===== src/rtl/murmur3_32bit_hash_assert.svh =====
// ---------------------------------------------------------------------------
// Assertion macros for the MurmurHash3 block
// Same-cycle and next-cycle implication checks on clk_i, off during reset.
// ---------------------------------------------------------------------------
`ifndef MURMUR3_32BIT_HASH_ASSERT_SVH
`define MURMUR3_32BIT_HASH_ASSERT_SVH

// antecedent implies consequent in the same cycle
`define MM3_ASSERT_SAME(label, ante, cons) \
  label: assert property (@(posedge clk_i) disable iff (!rst_ni) (ante) |-> (cons)) \
    else $error("mm3 assertion failed");

// antecedent implies consequent in the next cycle
`define MM3_ASSERT_NEXT(label, ante, cons) \
  label: assert property (@(posedge clk_i) disable iff (!rst_ni) (ante) |=> (cons)) \
    else $error("mm3 assertion failed");

`endif


===== src/rtl/mm3_pkg.sv =====
// ---------------------------------------------------------------------------
// mm3_pkg
// Constants, sequencer states and control types of the MurmurHash3 block.
// ---------------------------------------------------------------------------
package mm3_pkg;

  localparam int unsigned WordW  = 32;
  localparam int unsigned CountW = 3;

  localparam logic [WordW-1:0] MixC1  = 32'hcc9e2d51;
  localparam logic [WordW-1:0] MixC2  = 32'h1b873593;
  localparam logic [WordW-1:0] MixAdd = 32'he6546b64;
  localparam logic [WordW-1:0] FinM1  = 32'h85ebca6b;
  localparam logic [WordW-1:0] FinM2  = 32'hc2b2ae35;

  typedef enum logic [2:0] {
    S_IDLE,
    S_K1,
    S_K2,
    S_MIX,
    S_F1,
    S_F2,
    S_OUT
  } state_e;

  typedef enum logic [2:0] {
    OP_NONE,
    OP_LOAD,
    OP_K1,
    OP_K2,
    OP_MIX,
    OP_F1,
    OP_F2,
    OP_EMIT
  } op_e;

  typedef struct packed {
    op_e op;
  } cmd_t;

  typedef struct packed {
    logic in_valid;
    logic last;
    logic out_busy;
  } status_t;

endpackage


===== src/rtl/mm3_in_if.sv =====
// ---------------------------------------------------------------------------
// mm3_in_if
// Input channel: one message word per transaction with framing bits.
// ---------------------------------------------------------------------------
interface mm3_in_if;
  logic                           valid;
  logic                           ready;
  logic [mm3_pkg::WordW-1:0]      seed;
  logic                           first_word;
  logic [mm3_pkg::WordW-1:0]      data_word;
  logic [mm3_pkg::CountW-1:0]     valid_bytes;
  logic                           last_word;

  modport source (
    output valid, seed, first_word, data_word, valid_bytes, last_word,
    input  ready
  );
  modport sink (
    input  valid, seed, first_word, data_word, valid_bytes, last_word,
    output ready
  );
endinterface


===== src/rtl/mm3_out_if.sv =====
// ---------------------------------------------------------------------------
// mm3_out_if
// Output channel: one finalized hash per transaction.
// ---------------------------------------------------------------------------
interface mm3_out_if;
  logic                      valid;
  logic                      ready;
  logic [mm3_pkg::WordW-1:0] hash_value;

  modport source (output valid, hash_value, input ready);
  modport sink   (input valid, hash_value, output ready);
endinterface


===== src/rtl/murmur3_32bit_hash.sv =====
// ---------------------------------------------------------------------------
// murmur3_32bit_hash
// Streaming MurmurHash3 x86_32 over little-endian 32-bit message words.
// ---------------------------------------------------------------------------
// Usage:
//   in_i  carries one message word per transaction: data_word with
//         valid_bytes (0..4, first byte in bits 7:0), first_word to load
//         seed and restart the length count, last_word on the closing word.
//   out_o carries one finalized hash_value per message.
// Timing: a word takes the accept step plus three steps of the shared
//   multiplier (c1, c2, mix); the next word is taken only once the
//   sequencer is back in idle. A last word adds two finalize multiplies
//   and a load of the output register: the hash appears there as the
//   sequencer returns to idle, where a new word can be taken.
// Stall: the finished hash sits in an output register; a new word is
//   accepted while it waits. A second finished hash waits in the
//   sequencer until the register frees, holding off further input.
// Reset: running hash and length clear to zero, output goes invalid.
// ---------------------------------------------------------------------------
module murmur3_32bit_hash (
  input  logic      clk_i,
  input  logic      rst_ni,
  mm3_in_if.sink    in_i,
  mm3_out_if.source out_o
);

  mm3_pkg::cmd_t    cmd;
  mm3_pkg::status_t status;

  mm3_ctrl u_ctrl (
    .clk_i    (clk_i),
    .rst_ni   (rst_ni),
    .status_i (status),
    .cmd_o    (cmd)
  );

  mm3_dp u_dp (
    .clk_i    (clk_i),
    .rst_ni   (rst_ni),
    .cmd_i    (cmd),
    .status_o (status),
    .in_i     (in_i),
    .out_o    (out_o)
  );

endmodule


===== src/rtl/mm3_ctrl.sv =====
// ---------------------------------------------------------------------------
// mm3_ctrl
// Sequencer: steps the shared multiplier through body and finalize phases.
// ---------------------------------------------------------------------------
`include "murmur3_32bit_hash_assert.svh"

module mm3_ctrl (
  input  logic             clk_i,
  input  logic             rst_ni,
  input  mm3_pkg::status_t status_i,
  output mm3_pkg::cmd_t    cmd_o
);

  mm3_pkg::state_e state_q, state_d;

  always_ff @(posedge clk_i or negedge rst_ni) begin
    if (!rst_ni) begin
      state_q <= mm3_pkg::S_IDLE;
    end else begin
      state_q <= state_d;
    end
  end

  always_comb begin
    state_d = state_q;
    unique case (state_q)
      mm3_pkg::S_IDLE: begin
        if (status_i.in_valid) state_d = mm3_pkg::S_K1;
      end
      mm3_pkg::S_K1:  state_d = mm3_pkg::S_K2;
      mm3_pkg::S_K2:  state_d = mm3_pkg::S_MIX;
      mm3_pkg::S_MIX: state_d = status_i.last ? mm3_pkg::S_F1 : mm3_pkg::S_IDLE;
      mm3_pkg::S_F1:  state_d = mm3_pkg::S_F2;
      mm3_pkg::S_F2:  state_d = mm3_pkg::S_OUT;
      mm3_pkg::S_OUT: begin
        if (!status_i.out_busy) state_d = mm3_pkg::S_IDLE;
      end
      default: state_d = mm3_pkg::S_IDLE;
    endcase
  end

  always_comb begin
    cmd_o.op = mm3_pkg::OP_NONE;
    unique case (state_q)
      mm3_pkg::S_IDLE: cmd_o.op = mm3_pkg::OP_LOAD;
      mm3_pkg::S_K1:   cmd_o.op = mm3_pkg::OP_K1;
      mm3_pkg::S_K2:   cmd_o.op = mm3_pkg::OP_K2;
      mm3_pkg::S_MIX:  cmd_o.op = mm3_pkg::OP_MIX;
      mm3_pkg::S_F1:   cmd_o.op = mm3_pkg::OP_F1;
      mm3_pkg::S_F2:   cmd_o.op = mm3_pkg::OP_F2;
      mm3_pkg::S_OUT: begin
        // hold the hash until the output register has room
        if (!status_i.out_busy) cmd_o.op = mm3_pkg::OP_EMIT;
      end
      default: cmd_o.op = mm3_pkg::OP_NONE;
    endcase
  end

  `MM3_ASSERT_NEXT(a_accept_to_k1,
                   state_q == mm3_pkg::S_IDLE && status_i.in_valid,
                   state_q == mm3_pkg::S_K1)
  `MM3_ASSERT_SAME(a_fin_only_last, state_q == mm3_pkg::S_F1, status_i.last)
  `MM3_ASSERT_NEXT(a_emit_to_idle,
                   state_q == mm3_pkg::S_OUT && !status_i.out_busy,
                   state_q == mm3_pkg::S_IDLE)

endmodule


===== src/rtl/mm3_dp.sv =====
// ---------------------------------------------------------------------------
// mm3_dp
// Datapath: hash and length state, work register, one shared 32x32
// multiplier and the output register.
// ---------------------------------------------------------------------------
`include "murmur3_32bit_hash_assert.svh"

module mm3_dp (
  input  logic             clk_i,
  input  logic             rst_ni,
  input  mm3_pkg::cmd_t    cmd_i,
  output mm3_pkg::status_t status_o,
  mm3_in_if.sink           in_i,
  mm3_out_if.source        out_o
);

  function automatic logic [mm3_pkg::WordW-1:0] rotl15(input logic [mm3_pkg::WordW-1:0] v);
    rotl15 = {v[16:0], v[31:17]};
  endfunction

  function automatic logic [mm3_pkg::WordW-1:0] rotl13(input logic [mm3_pkg::WordW-1:0] v);
    rotl13 = {v[18:0], v[31:19]};
  endfunction

  logic [mm3_pkg::WordW-1:0]  hash_q, hash_d;
  logic [mm3_pkg::WordW-1:0]  count_q, count_d;
  logic [mm3_pkg::WordW-1:0]  k_q, k_d;
  logic                       full_q, full_d;
  logic                       last_q, last_d;
  logic                       out_valid_q, out_valid_d;
  logic [mm3_pkg::WordW-1:0]  out_hash_q, out_hash_d;

  logic                       accept;
  logic [mm3_pkg::CountW-1:0] nbytes;
  logic [mm3_pkg::WordW-1:0]  masked;
  logic [mm3_pkg::WordW-1:0]  mul_a, mul_b, product;
  logic [mm3_pkg::WordW-1:0]  mix_x, mix_r, fin_x;

  assign in_i.ready = (cmd_i.op == mm3_pkg::OP_LOAD);
  assign accept     = in_i.valid && in_i.ready;

  // counts above four are taken as a full word
  assign nbytes = in_i.valid_bytes[2] ? mm3_pkg::CountW'(4)
                                      : {1'b0, in_i.valid_bytes[1:0]};

  always_comb begin
    unique case (nbytes)
      3'd1:    masked = {24'd0, in_i.data_word[7:0]};
      3'd2:    masked = {16'd0, in_i.data_word[15:0]};
      3'd3:    masked = {8'd0,  in_i.data_word[23:0]};
      3'd4:    masked = in_i.data_word;
      default: masked = '0;
    endcase
  end

  // finalize prelude: fold in the length, then the first xor-shift
  assign fin_x = hash_q ^ count_q;

  always_comb begin
    mul_a = k_q;
    mul_b = mm3_pkg::MixC1;
    unique case (cmd_i.op)
      mm3_pkg::OP_K2: begin
        mul_a = rotl15(k_q);
        mul_b = mm3_pkg::MixC2;
      end
      mm3_pkg::OP_F1: begin
        mul_a = fin_x ^ (fin_x >> 16);
        mul_b = mm3_pkg::FinM1;
      end
      mm3_pkg::OP_F2: begin
        mul_a = k_q ^ (k_q >> 13);
        mul_b = mm3_pkg::FinM2;
      end
      default: begin
        mul_a = k_q;
        mul_b = mm3_pkg::MixC1;
      end
    endcase
  end

  assign product = mul_a * mul_b;

  assign mix_x = hash_q ^ k_q;
  assign mix_r = rotl13(mix_x);

  always_comb begin
    hash_d      = hash_q;
    count_d     = count_q;
    k_d         = k_q;
    full_d      = full_q;
    last_d      = last_q;
    out_hash_d  = out_hash_q;
    out_valid_d = out_valid_q && !out_o.ready;
    unique case (cmd_i.op)
      mm3_pkg::OP_LOAD: begin
        if (accept) begin
          if (in_i.first_word) begin
            hash_d  = in_i.seed;
            count_d = mm3_pkg::WordW'(nbytes);
          end else begin
            count_d = count_q + mm3_pkg::WordW'(nbytes);
          end
          k_d    = masked;
          full_d = (nbytes == mm3_pkg::CountW'(4));
          last_d = in_i.last_word;
        end
      end
      mm3_pkg::OP_K1, mm3_pkg::OP_K2, mm3_pkg::OP_F1, mm3_pkg::OP_F2: begin
        k_d = product;
      end
      mm3_pkg::OP_MIX: begin
        // an empty item leaves k at zero, so the xor is a no-op
        if (full_q) hash_d = mix_r + {mix_r[29:0], 2'b00} + mm3_pkg::MixAdd;
        else        hash_d = mix_x;
      end
      mm3_pkg::OP_EMIT: begin
        out_hash_d  = k_q ^ (k_q >> 16);
        out_valid_d = 1'b1;
      end
      default: ;
    endcase
  end

  always_ff @(posedge clk_i or negedge rst_ni) begin
    if (!rst_ni) begin
      hash_q      <= '0;
      count_q     <= '0;
      out_valid_q <= 1'b0;
      last_q      <= 1'b0;
    end else begin
      hash_q      <= hash_d;
      count_q     <= count_d;
      out_valid_q <= out_valid_d;
      last_q      <= last_d;
    end
  end

  always_ff @(posedge clk_i) begin
    k_q        <= k_d;
    full_q     <= full_d;
    out_hash_q <= out_hash_d;
  end

  assign out_o.valid      = out_valid_q;
  assign out_o.hash_value = out_hash_q;

  assign status_o.in_valid = in_i.valid;
  assign status_o.last     = last_q;
  assign status_o.out_busy = out_valid_q && !out_o.ready;

endmodule

===== src/flat_wrapper.sv =====
// flat-port wrapper written by rule: the top's interface ports become plain ports
module murmur3_32bit_hash_flat 
  (clk_i, rst_ni, in_i_valid, in_i_seed, in_i_first_word, in_i_data_word, in_i_valid_bytes, in_i_last_word, in_i_ready, out_o_valid, out_o_hash_value, out_o_ready);
  mm3_in_if in_i_i ();
  mm3_out_if out_o_i ();
  input  logic clk_i;
  input  logic rst_ni;
  input wire logic [$bits(in_i_i.valid)-1:0] in_i_valid;
  input wire logic [$bits(in_i_i.seed)-1:0] in_i_seed;
  input wire logic [$bits(in_i_i.first_word)-1:0] in_i_first_word;
  input wire logic [$bits(in_i_i.data_word)-1:0] in_i_data_word;
  input wire logic [$bits(in_i_i.valid_bytes)-1:0] in_i_valid_bytes;
  input wire logic [$bits(in_i_i.last_word)-1:0] in_i_last_word;
  output wire logic [$bits(in_i_i.ready)-1:0] in_i_ready;
  output wire logic [$bits(out_o_i.valid)-1:0] out_o_valid;
  output wire logic [$bits(out_o_i.hash_value)-1:0] out_o_hash_value;
  input wire logic [$bits(out_o_i.ready)-1:0] out_o_ready;
  assign in_i_i.valid = in_i_valid;
  assign in_i_i.seed = in_i_seed;
  assign in_i_i.first_word = in_i_first_word;
  assign in_i_i.data_word = in_i_data_word;
  assign in_i_i.valid_bytes = in_i_valid_bytes;
  assign in_i_i.last_word = in_i_last_word;
  assign in_i_ready = in_i_i.ready;
  assign out_o_valid = out_o_i.valid;
  assign out_o_hash_value = out_o_i.hash_value;
  assign out_o_i.ready = out_o_ready;
  murmur3_32bit_hash u_core (.clk_i(clk_i), .rst_ni(rst_ni), .in_i(in_i_i), .out_o(out_o_i));
endmodule

===== config.mk =====
export PLATFORM = sky130hd
export DESIGN_NAME = murmur3_32bit_hash_flat
export DESIGN_NICKNAME = d
export VERILOG_FILES = /design/src/rtl/mm3_pkg.sv /design/src/rtl/mm3_in_if.sv /design/src/rtl/mm3_out_if.sv /design/src/rtl/murmur3_32bit_hash.sv /design/src/rtl/mm3_ctrl.sv /design/src/rtl/mm3_dp.sv /design/src/flat_wrapper.sv
export VERILOG_INCLUDE_DIRS = /design/src /design/src/rtl
export SDC_FILE = /design/constraint.sdc
export NUM_CORES = 2
export LEC_CHECK = 0
export ABC_AREA = 1
export BUFFER_PORTS_ARGS = -buffer_cell sky130_fd_sc_hd__buf_2
export CORE_MARGIN = 10
export CORE_UTILIZATION = 37
export CTS_BUF_LIST = sky130_fd_sc_hd__clkbuf_16
export DETAILED_ROUTE_END_ITERATION = 6
export PLACE_DENSITY = 0.53
export SETUP_SLACK_MARGIN = 0.02
export SKIP_CTS_REPAIR_TIMING = 1
export SLEW_MARGIN = 30
export SYNTH_ARGS = -nofsm -noshare
export SYNTH_HDL_FRONTEND = slang
export SYNTH_SLANG_ARGS = --single-unit

===== constraint.sdc =====
create_clock -name clk_i -period 9.3 [get_ports clk_i]
set_input_delay 0.465 -clock clk_i [delete_from_list [all_inputs] [get_ports clk_i]]
set_output_delay 0.465 -clock clk_i [all_outputs]
set_load 0.01 [all_outputs]

* Yosys cells after proc, flatten, opt, wreduce, memory -nomap -nowiden
Cells that the tools add are included.
Word-level totals: bits in registers 134, word-level logic and storage cells 67, bits of input ports 73, output and inout bits 34
Cells by class: mux-type cells 18, add/sub/neg operators 3, eq/ne operators 21, bitwise gates (word level) 5, reduce and logical (&&, ||, !) cells 11, multiply operators 1
Operators with widths (count):
- case mux 32 bit (3 select lines) | 2
- 2-to-1 mux 32 bit | 5
- case mux 32 bit (2 select lines) | 2
- case mux 32 bit (4 select lines) | 1
- XOR 32 x 16 -> 32 bit | 2
- XOR 32 bit | 2
- case mux 3 bit (7 select lines) | 2
- adder 32 x 3 -> 32 bit | 1
- adder 32 bit | 1
- adder 32 bit (second input constant) | 1
- multiplier 32 x 32 -> 32 bit | 1
- XOR 32 x 19 -> 32 bit | 1
- equality test 3 bit (second input constant) | 8
- equality test 3 x 2 -> 1 bit (second input constant) | 6
- 2-to-1 mux 3 bit | 5
- equality test 3 x 1 -> 1 bit (second input constant) | 3
- != test 2 bit (second input constant) | 3
- AND reduction 2 bit | 3
- nonzero test 2 bit | 2
- OR reduction 4 bit | 1
- logical NOT 3 bit | 1
- AND reduction 3 bit | 1
- logical AND 1 bit | 2
- != test 2 x 1 -> 1 bit (second input constant) | 1
- 2 further kinds | 2

* Depth between registers and ports, before layout
depth in word-level cells 8, depth in mapped cells 45

* Hierarchy
Synthesis repeated with hierarchy kept, for this count alone.
Second synthesis, totals: cells, all modules 3165, area, all modules 25022.7 um2
By module, submodules not included:
- mm3_dp | area an instance 24821.3 um2, cells each 3134, instances 1
- mm3_ctrl | area an instance 201.4 um2, cells each 31, instances 1

* Least setup slack after synthesis
Ideal clock, no wire load.
kind flip-flop to flip-flop, start point register u_core.u_ctrl.state_q[1], end point register u_core.u_dp.k_q[31] in the netlist's numbering, data pin, buffers on the path 1, path slack 1.553 ns, period minus slack after synthesis 7.747 ns, arrival time 7.493 ns, data required time 9.046 ns, cell stages (with the launch flop) 39, path through dfrtp_1 > nor2_1 > nand2_2 > clkbuf_1 > nor3_1 > inv_1 > nand2_1 > inv_1 > nand3_1 > o21ai_1 > nor2_1 > inv_1 > fa_1 > inv_1 > fa_1 > fa_1 > inv_1 > fa_1 > [3 not listed] > fa_1 > inv_1 > fa_1 > inv_1 > ha_1 > nand2_1 > nor2_1 > nand3_1 > nand4_1 > a21oi_1 > o21bai_1 > a21oi_1 > o21ai_0 > nand2_1 > nand2_1 > nand3_1 > nand3_1 > nand2_1
Between the ends: cells in the longest elaborated chain, start to end 6, elaborated cells on any way between the ends 18, those cells by class mul (1); eq/ne (11); mux (4); reduce/logical (2)
RTL lines:
- start, declared | RTL line mm3_ctrl.sv:14 | mm3_pkg::state_e state_q, state_d;
- start signal, assigned | RTL line mm3_ctrl.sv:18 | state_q <= mm3_pkg::S_IDLE;
- start signal, assigned | RTL line mm3_ctrl.sv:20 | state_q <= state_d;
- equality test 3 bit, or another cell as far along | RTL line mm3_ctrl.sv:44 | unique case (state_q)
- case mux 3 bit (7 select lines) (*) | RTL line mm3_ctrl.sv:44
- equality test 3 bit or equality test 3 x 2 -> 1 bit (tied branches) | RTL line mm3_dp.sv:62, mm3_dp.sv:95
- case mux 32 bit (3 select lines) | RTL line mm3_dp.sv:62 | unique case (cmd_i.op)
- multiplier 32 x 32 -> 32 bit | RTL line mm3_dp.sv:82 | assign product = mul_a * mul_b;
- case mux 32 bit (2 select lines) (*) | RTL line mm3_dp.sv:95 | unique case (cmd_i.op)
- via u_core.u_dp.k_d (one bit) | RTL line mm3_dp.sv:27 | logic [mm3_pkg::WordW-1:0] k_q, k_d;
- end signal, assigned | RTL line mm3_dp.sv:140 | k_q <= k_d;
- end, declared | RTL line mm3_dp.sv:27
The timed path passes the listed nets; every way through them passes the cells marked *. A chain may end at the register's enable or synchronous reset.

* Worst setup path after layout
start point register u_core.u_ctrl.state_q[1], end point register u_core.u_dp.k_q[30] in the netlist's numbering, data pin
Same word-level chain as after synthesis.

==> flow_summary.yaml <==
outcome:
  status: "complete, no violations"
finish:
  areaGrowthSynthToFinish_pct: 10.14
  nets: 3866
  drive_gt1_share_pct: 7.587
  fill_cells: 6807
die:
  core_area_mm2: 0.06575
  die_h_um: 277.7
  die_w_um: 277.7
  die_area_mm2: 0.07709
  io_pins: 107
  row_count: 94
  start_util_pct: 37.36
route:
  drc: 0
  wire_per_inst_um: 24.54
  vias: 20610
  antenna_left: 0
  dr.first_iter.drc_count: 1846
  viasPerCell: 5.050
  detail_route.wirelength_um: 100100
  detail_route.first_pass.iterations: 6
grt:
  grt.overflow.total: 0
  grt_usage_pct: 25.99
  grt_start_max_net_pins: 70
  grt_pass1_vias: 21080
  grt_first_pass_wirelength_um: 146100
  antenna_found_initial: 2
logic_synthesis:
  synth_top_area_share_pct: 32.03
  synth_top_area_cell: "fa_1"
  yosysSeqAreaShare_pct: 14.98
  synth_top_flop_cell: "dfrtp_1"
  synthCells: 3074
  ys_top_cells_by_area: "fa_1 (32%), inv_1 (12%), ha_1 (10%)"
  ys_types: 50
  avgSynthCellArea_um2: 7.990
  synth_area_mm2: 0.02456
  ys_ff_latch: 134
  synthArstFlopShare_pct: 51.49
  yosysWarnings: 0
  syn_nets: 3737
  synth_edf_count: 65
worst_setup_path:
  ff2ff_path_depth: 30
  critPathCaptureType: "register"
  cp.arrival_ns: 9.06
  rr_endpoint: "u_core.u_dp.k_q[30]"
  critPathKind: "register to register"
  r2r_slack_ns: 0.44
  required_ns: 9.50
  cp_max_fo: 8
  worst_setup_path_start_kind: "register"
  critPathCapture: "u_core.u_dp.k_q[30]"
  slowest_delay_ns: 0.66
  slowest_stage: "fa_1"
  r2r_start: "u_core.u_ctrl.state_q[1]"
  path_common_cell: "fa_1"
  setup.worst_path.start: "u_core.u_ctrl.state_q[1]"
clock_tree:
  clock_sinks: 134
  cts_max_level: 4
  clkSlewWorstSetupHoldPaths_ns: 0.07
  numCtsBuffers: 17
  cts_tree: "done"
  cts_buffer_depth: 2
  cts_root_buffer: "clkbuf_16"
  clkLatencyLatePin_ns: 0.45
sta:
  maxSlewHeadroom_pct: 35.57
  skew_ns: 0.01792
  final_max_slew_viol_count: 0
  hold_violations: 0
  period_minus_slack_ns: 8.860
  worst_pin_slew_ns: 0.9629
  rsz0062_at_grt: "false"
  setup_viol: 0
  fmax_mhz: 112.9
  fin_tns_setup_ns: 0
  fin_crit_sh_pct: 95.27
place:
  portBuffers: 106
  place.gp.congestion: 1.020
  hpwlAfterDp_um: 87120
min_path:
  min_path_type: "input port to async pin"
job:
  drv_cap: 0
## cell families (layout without fill, tap and decap cells)
logic type                 count (synthesis)  after routing  synth area share (%)
AOI/OAI and AO/OA                        340            340                 7.830
xor gates and xnor gates                 142            142                 5.063
adders and majority gates                590            590                 42.07
buffers and inverters                    894           1036                 13.78
DFF                                      134            134                 14.98
other                                      0              1                     0
and+or+nand+nor                          974            974                 16.29
## through the flow
stage | std cells | hold slack [ns] | worst slack [ns] | utilization, % | cell area [um^2]
3_3_place_gp | 4047 | 0.4864 | 0.4767 | 40.21 | 26440
6_report | 4081 | 0.01542 | 0.4400 | 41.15 | 27050
5_1_grt | 4080 | 0.06131 | 0.08364 | 41.14 | 27050
3_5_place_dp | 4047 | 0.4948 | 0.4716 | 40.21 | 26440
2_1_floorplan | 3074 | 0.1694 | 1.553 | - | 24560
4_1_cts | 4079 | 0.1777 | 0.4143 | 41.11 | 27030
## flip-flops by register name, indices dropped and copies added (netlist names)
name,cells
u_core.u_dp.count_q,32
u_core.u_ctrl.state_q,3
u_core.u_dp.k_q,32
u_core.u_dp.last_q,1
u_core.u_dp.full_q,1
u_core.u_dp.out_o.valid,1
u_core.u_dp.hash_q,32
u_core.u_dp.out_o.hash_value,32
## synthesized netlist by cell type, drive strengths merged (58+ instances only)
cell type,count
inv,824
xor2,58
a21oi,145
nand2,582
nand3,102
xnor2,84
dfrtp,69
o21ai,102
nor2,212
ha,197
fa,393
edfxtp,65
## area by class of cell
cell class	instances	area [um^2]	share of cell area (%)
antenna	1	2.502	0.009250
clock buffer	20	500.5	1.850
clock inverter	12	91.34	0.3376
inverter	826	3100	11.46
multi-input combinational	2046	17520	64.77
sequential	134	3679	13.60
tap	864	1081	3.996
timing repair buffer	178	1077	3.982
## worst max-delay path: cells and delay by family (launching register included)
kind / cells / cell delay, ns
compound gates: 4 / 0.69
buf+inv: 6 / 0.95
simple gates: 11 / 1.77
fa+ha+maj: 9 / 4.72
flops: 1 / 0.45
## metal layers
layer / routed length [um] / GRT usage [%]
met5: 17 / 0
met4: 5317 / 12.48
met3: 5970 / 3.500
met2: 47000 / 42.21
met1: 41840 / 33.73
## worst min-delay path by stage
stage                                  startpoint                  endpoint  slack, ns  depth (start not counted)
final                                      rst_ni   u_core.u_dp.count_q[29]       0.02                          1
after global routing                       rst_ni   u_core.u_dp.count_q[28]       0.06                          1
after CTS                                  rst_ni   u_core.u_dp.count_q[28]       0.18                          1
after detailed placement  u_core.u_dp.count_q[31]   u_core.u_dp.count_q[31]       0.49                          1
after global placement    u_core.u_dp.count_q[31]   u_core.u_dp.count_q[31]       0.49                          1
after floorplan                            rst_ni  u_core.u_ctrl.state_q[0]       0.17                          0
## layout by cell type, fill, tap and decap left out, drive strengths merged, types with 65 or more instances in the layout
cell type	netlist	routed
edfxtp	65	65
nand3	102	102
ha	197	197
xnor2	84	84
inv	824	827
dfrtp	69	69
buf	15	178
nor2	212	212
nand2	582	582
fa	393	393
o21ai	102	102
a21oi	145	145
Power is left out: the tool's default activity adds up to more than one toggle a clock period on the data nets, which glitch-free logic cannot reach.
